**src/istr_pkg.sv**
```systemverilog
package istr_pkg;

    localparam int CAPACITY_DEF = 64;

    localparam int YEAR_W   = 14;
    localparam int MONTH_W  = 4;
    localparam int DAY_W    = 5;
    localparam int HOUR_W   = 5;
    localparam int MINUTE_W = 6;
    localparam int SECOND_W = 6;
    localparam int TAG_W    = 16;
    localparam int KEY_W    = YEAR_W + MONTH_W + DAY_W + HOUR_W + MINUTE_W + SECOND_W;

    localparam logic [MONTH_W-1:0] MONTH_MAX = MONTH_W'(12);

    typedef struct packed {
        logic [YEAR_W-1:0]   year;
        logic [MONTH_W-1:0]  month;
        logic [DAY_W-1:0]    day;
        logic [HOUR_W-1:0]   hour;
        logic [MINUTE_W-1:0] minute;
        logic [SECOND_W-1:0] second;
        logic [TAG_W-1:0]    tag;
    } t_rec;

    typedef struct packed {
        logic ins;   // insert the broadcast word this cycle
        logic emit;  // shift the whole row one place towards cell 0
    } t_cell_ctl;

    typedef enum logic {
        ST_LOAD,
        ST_EMIT
    } t_state;

    function automatic logic [KEY_W-1:0] rec_key(input t_rec r);
        rec_key = {r.year, r.month, r.day, r.hour, r.minute, r.second};
    endfunction

endpackage

```
**src/istr_cell.sv**
```systemverilog
module istr_cell
    import istr_pkg::*;
(
    input  logic      i_clk,
    input  logic      i_rst_n,
    input  t_cell_ctl i_ctl,
    input  t_rec      i_new,
    input  logic      i_prev_valid,
    input  logic      i_prev_greater,
    input  t_rec      i_prev_rec,
    input  logic      i_next_valid,
    input  t_rec      i_next_rec,
    output logic      o_valid,
    output logic      o_greater,
    output t_rec      o_rec
);

    logic r_valid;
    logic n_valid;
    t_rec r_rec;
    t_rec n_rec;

    // Stored key strictly above the new one: equal keys stay ahead (stable).
    assign o_greater = r_valid && (rec_key(r_rec) > rec_key(i_new));
    assign o_valid   = r_valid;
    assign o_rec     = r_rec;

    always_comb begin
        n_valid = r_valid;
        n_rec   = r_rec;
        if (i_ctl.emit) begin
            n_valid = i_next_valid;
            n_rec   = i_next_rec;
        end else if (i_ctl.ins) begin
            if (i_prev_greater) begin
                n_valid = 1'b1;
                n_rec   = i_prev_rec;
            end else if (o_greater || (!r_valid && i_prev_valid)) begin
                n_valid = 1'b1;
                n_rec   = i_new;
            end
        end
    end

    always_ff @(posedge i_clk) begin
        if (!i_rst_n) begin
            r_valid <= 1'b0;
        end else begin
            r_valid <= n_valid;
        end
    end

    always_ff @(posedge i_clk) begin
        r_rec <= n_rec;
    end

endmodule

```
**config.mk**
```make
export PLATFORM = sky130hd
export DESIGN_NAME = istr_cell
export DESIGN_NICKNAME = d
export VERILOG_FILES = /design/src/istr_pkg.sv /design/src/istr_cell.sv
export SDC_FILE = /design/constraint.sdc
export NUM_CORES = 1
export LEC_CHECK = 0
export ABC_AREA = 1
export BUFFER_PORTS_ARGS = -buffer_cell sky130_fd_sc_hd__buf_2
export CORE_ASPECT_RATIO = 2
export CORE_UTILIZATION = 35
export DETAILED_ROUTE_END_ITERATION = 10
export PLACE_DENSITY = 0.68
export SKIP_CTS_REPAIR_TIMING = 1
export SLEW_MARGIN = 20
export SYNTH_ARGS = -nofsm -noshare
export SYNTH_HDL_FRONTEND = slang
export SYNTH_SLANG_ARGS = --single-unit
```
**constraint.sdc**
```tcl
create_clock -name i_clk -period 4.3 [get_ports i_clk]
set_input_delay 0.86 -clock i_clk [delete_from_list [all_inputs] [get_ports i_clk]]
set_output_delay 0.86 -clock i_clk [all_outputs]
set_load 0.01 [all_outputs]
```
[Word level (Yosys, flattened, before mapping)]
Index checks and enable logic that the tools add are counted.
Operators by class
  $lt $le $gt $ge: 1
  mux-type cells: 8
  reductions and logical operators: 7
Operator list (number)
  56-bit two-way mux: 4
  40-bit > comparator: 1
  1-bit two-way mux: 4
  3-bit nonzero test: 1
  1-bit logical AND: 2
  2-bit AND reduction: 1
  2-bit nonzero test: 1
  1-bit zero test: 1
  1-bit logical OR: 1
Storage, ports and cells
  register bits after elaboration: 57
  input bits: 175
  output and inout port bits: 58
  word-level logic and storage cells: 24

[Depth between registers and ports, before layout]
  depth after elaboration: 7
  gate-level depth with buffers: 16

[Worst setup path after synthesis]
OpenSTA, ideal clock, no wires.
  path kind: input to register
  from: input i_new[55] (netlist bit)
  to: register r_rec, in the netlist o_rec[0], enable pin
  library setup time: 410 ps
  arrival: 3026 ps
  data required time: 3890 ps
  setup slack: 864 ps
  stages: 14
  cells stage by stage: inv_1 ha_1 nand2_2 nor2_4 inv_2 nor2_4 nand3_2 nor2_1 nand2_1 nand3_2 nand2_2 nand2_2 nand2_2 inv_1
On the way
  cells in the longest elaborated chain, start to end: 5
Ends and longest elaborated chain
  from (decl): line istr_cell.sv:7  | input t_rec i_new,
  40-bit > comparator: line istr_cell.sv:24  | assign o_greater = r_valid && (rec_key(r_rec) > rec_key(i_new));
  1-bit logical AND: line istr_cell.sv:24
  1-bit logical OR: line istr_cell.sv:38  | end else if (o_greater || (!r_valid && i_prev_valid)) begin
  3-bit nonzero test (no source line)
  2-bit AND reduction (no source line)
  to (signal assigned): line istr_cell.sv:54  | r_rec <= n_rec;
  to (decl): line istr_cell.sv:20  | t_rec r_rec;
Every way passes these cells.
A chain may end at the register's enable or synchronous reset.

[Worst setup path in the final report]
  from: input i_new[27] (netlist bit)
  to: output o_greater
On the way
  cells in the longest elaborated chain, start to end: 2
Ends and longest elaborated chain
  40-bit > comparator: line istr_cell.sv:24
  1-bit logical AND: line istr_cell.sv:24
  to (decl): line istr_cell.sv:14  | output logic o_greater,
Every way passes these cells.

==> impl_results.md <==
- Vias in the first global route: 4,322
- Hold_sp: o_valid
- DP Wirelength: 9610 um
- Largest net degree at the start of global routing: 56
- Worst-path clk slew: 0.04 ns
- Crit path kind: input port to primary output
- Finished Cell Area: 0.00565 mm^2
- Synth cell types: 30
- Internal power: 1.27 mW
- GRT overflow: 0
- Slew HR: 0.598
- CTS root buffer: clkbuf_16
- Share of cells above drive strength 1: 0.394
- Syn Std Cell Area: 0.00413 mm^2
- Ys flop type: edfxtp_1
- Hold path depth: 2
- Tot GR Track Use: 0.197
- Die Ht: 156 um
- Max VDD drop: 0.000197 V
- Reg-to-Reg Start: o_rec[27]
- DRT antenna net count: 0
- Yosys warns: 0
- IO Count: 233
- EDFF count, synth: 56
- TritonCTS clock tree: done
- Crit end category: primary output
- Final period utilization: 0.756
- First-pass GRT wire length: 18,700 um
- First drt pass iteration count: 4
- Unrepaired setup endpoints after global routing: no
- Area contributors post-synth: edfxtp_1, ha_1, nand2_1
- PD cells: 316 mW/mm^2
- Share of flip-flops with an asynchronous set or reset: 0
- Final GP Congestion: 0.804
- Comb pwr share: 0.258
- Core area: 0.0114 mm^2
- Leak: 2.84 nW
- Width of the chip: 78.8 um
- Number of cell instances on the worst register-to-register path: 12
- Final setup margin: 1.05 ns
- Final Net Count: 920
- Hold WC Path Type: flip-flop to flip-flop
- Max frequency: 308 MHz
- Synth Instances: 480
- Worst Tran Pin Value: 0.601 ns
- P_sw: 0.519 mW
- Placed cell count: 836
- Num CTS Buffers: 9
- Finished Layout Cells: 851
- Setup Total Neg Slack: 0 ns
- Iter 0 DRT Violations: 153
- Status: finished clean
- Reg2reg end: o_rec[53]
- List of most frequent post-synthesis cells: nand2_1, inv_1, edfxtp_1, a21oi_1, ha_1
- Startpoint type of the worst setup path: input port
- H-tree levels: 3
- Hold Violations, Final: 0
- Yosys top cell area share: 0.407
- Initial core utilization: 0.362
- Wirelength per Cell: 14.1 um
- Pre-CTS WS: 1.02 ns
- Area leader, netlist: edfxtp_1
- # port buffers: 232
- Worst Path Required: 3.44 ns
- Seq pwr share: 0.398
- DIE AREA: 0.0123 mm^2
- Avg Cell Area, Syn: 8.61 um^2
- Synth Net Count: 695
- Crit-path max FO: 3
- Cell Rows: 55
- WL final: 12,000 um
- Drc violations: 0
- Cell with the most instances after synthesis: nand2_1
- Placed Area: 0.00540 mm^2
- Vias: 4,140
- Clk_lat worst skew: 0.32 ns
- Seq/Total Area, Yosys: 0.412
- Clk buf depth: 2
- Initial antenna violation count: 0
- Routed vias/inst: 4.86
- Clock sink count: 57
- Max cap viols: 0
- Worst EP arrival: 2.39 ns
- Sw frac: 0.291
- Area Overhead vs Synth: 36.7%
- Fin Clk Skew: 0.00893 ns
- Fin crit period: 3.25 ns
- Ant diodes: 0
- Slew Limit Fails: 0
- Clk network pwr share: 0.345
- Fin util: 0.495
- Hold EP: o_valid
- Yosys reg bits: 57
- FF-to-FF setup slack: 1.71 ns
- Final setup vio count: 0
[routing by layer]
metal / wire, um / track usage
met3: 685 / 0.0333
met4: 550 / 0.122
met2: 6530 / 0.371
met1: 4250 / 0.194
met5: 0 / 0
[how the worst max path moves through the flow]
stage / start / endpoint / depth (start not counted)
floorplan: i_new[55] / o_rec[0] / 14
global route: i_new[26] / o_greater / 12
detailed placement: i_new[27] / o_greater / 12
finish: i_new[27] / o_greater / 12
global placement: i_new[27] / o_greater / 12
CTS: i_new[27] / o_greater / 12
[power groups by stage]
| stage | Clock [mW] | Sequential [mW] | Combinational [mW] |
|---|---|---|---|
| 6_report | 0.617 | 0.711 | 0.460 |
| 3_3_place_gp | 0 | 0.719 | 0.454 |
| 2_1_floorplan | 0 | 0.750 | 0.241 |
| 5_1_grt | 0.649 | 0.717 | 0.520 |
| 4_1_cts | 0.632 | 0.711 | 0.468 |
| 3_5_place_dp | 0 | 0.721 | 0.465 |
[sequential cells by signal, summed over array words and instances, names as in the netlist]
signal   count
o_rec       56
o_valid      1
[per-stage QoR]
stage / hold slack (ns) / power, mW
global route: 0.525 / 1.89
CTS: 0.509 / 1.81
global placement: 0.498 / 1.17
finish: 0.509 / 1.79
detailed placement: 0.502 / 1.19
floorplan: 0.515 / 0.990
[worst max-delay path, stage by stage]
cell and delay, ns:
buf_2 0.08, inv_1 0.04, ha_1 0.32, nand4_1 0.12
nor3_1 0.40, nand2_1 0.10, nor2_1 0.11, nand2_1 0.07
nand3_2 0.07, nand2_2 0.06, inv_1 0.05, buf_2 0.12
[cell type report]
type	instances	area [um^2]
flip-flops and latches	57	1700
repair buffers	238	1210
well taps	142	178
clock buffers	10	229
inverters	66	248
multi-input cells	333	2060
clock inverters	5	23.8
fillers	1123	5770
[cell usage in the layout, fill, tap and decap left out, types with 2 or more instances in the layout]
master,instances
a21o_1,2
a21oi_1,52
buf_2,232
buf_4,6
clkbuf_16,9
clkinv_2,4
edfxtp_1,56
ha_1,40
inv_1,58
inv_2,8
nand2_1,102
nand2_2,9
nand2_4,2
nand3_1,3
nand3_2,2
nand4_1,3
nor2_1,29
nor2_2,2
nor2_4,3
nor3_1,3
o211ai_1,37
o21a_1,38
[kinds of logic after synthesis]
family / synth area share
AO/OA/AOI/OAI: 0.209
buffers and inverters: 0.0887
AND/OR/NAND/NOR: 0.169
flip-flops: 0.412
adder cells (fa/ha/maj): 0.121
Note: power is estimated with default switching activity, not from simulation.
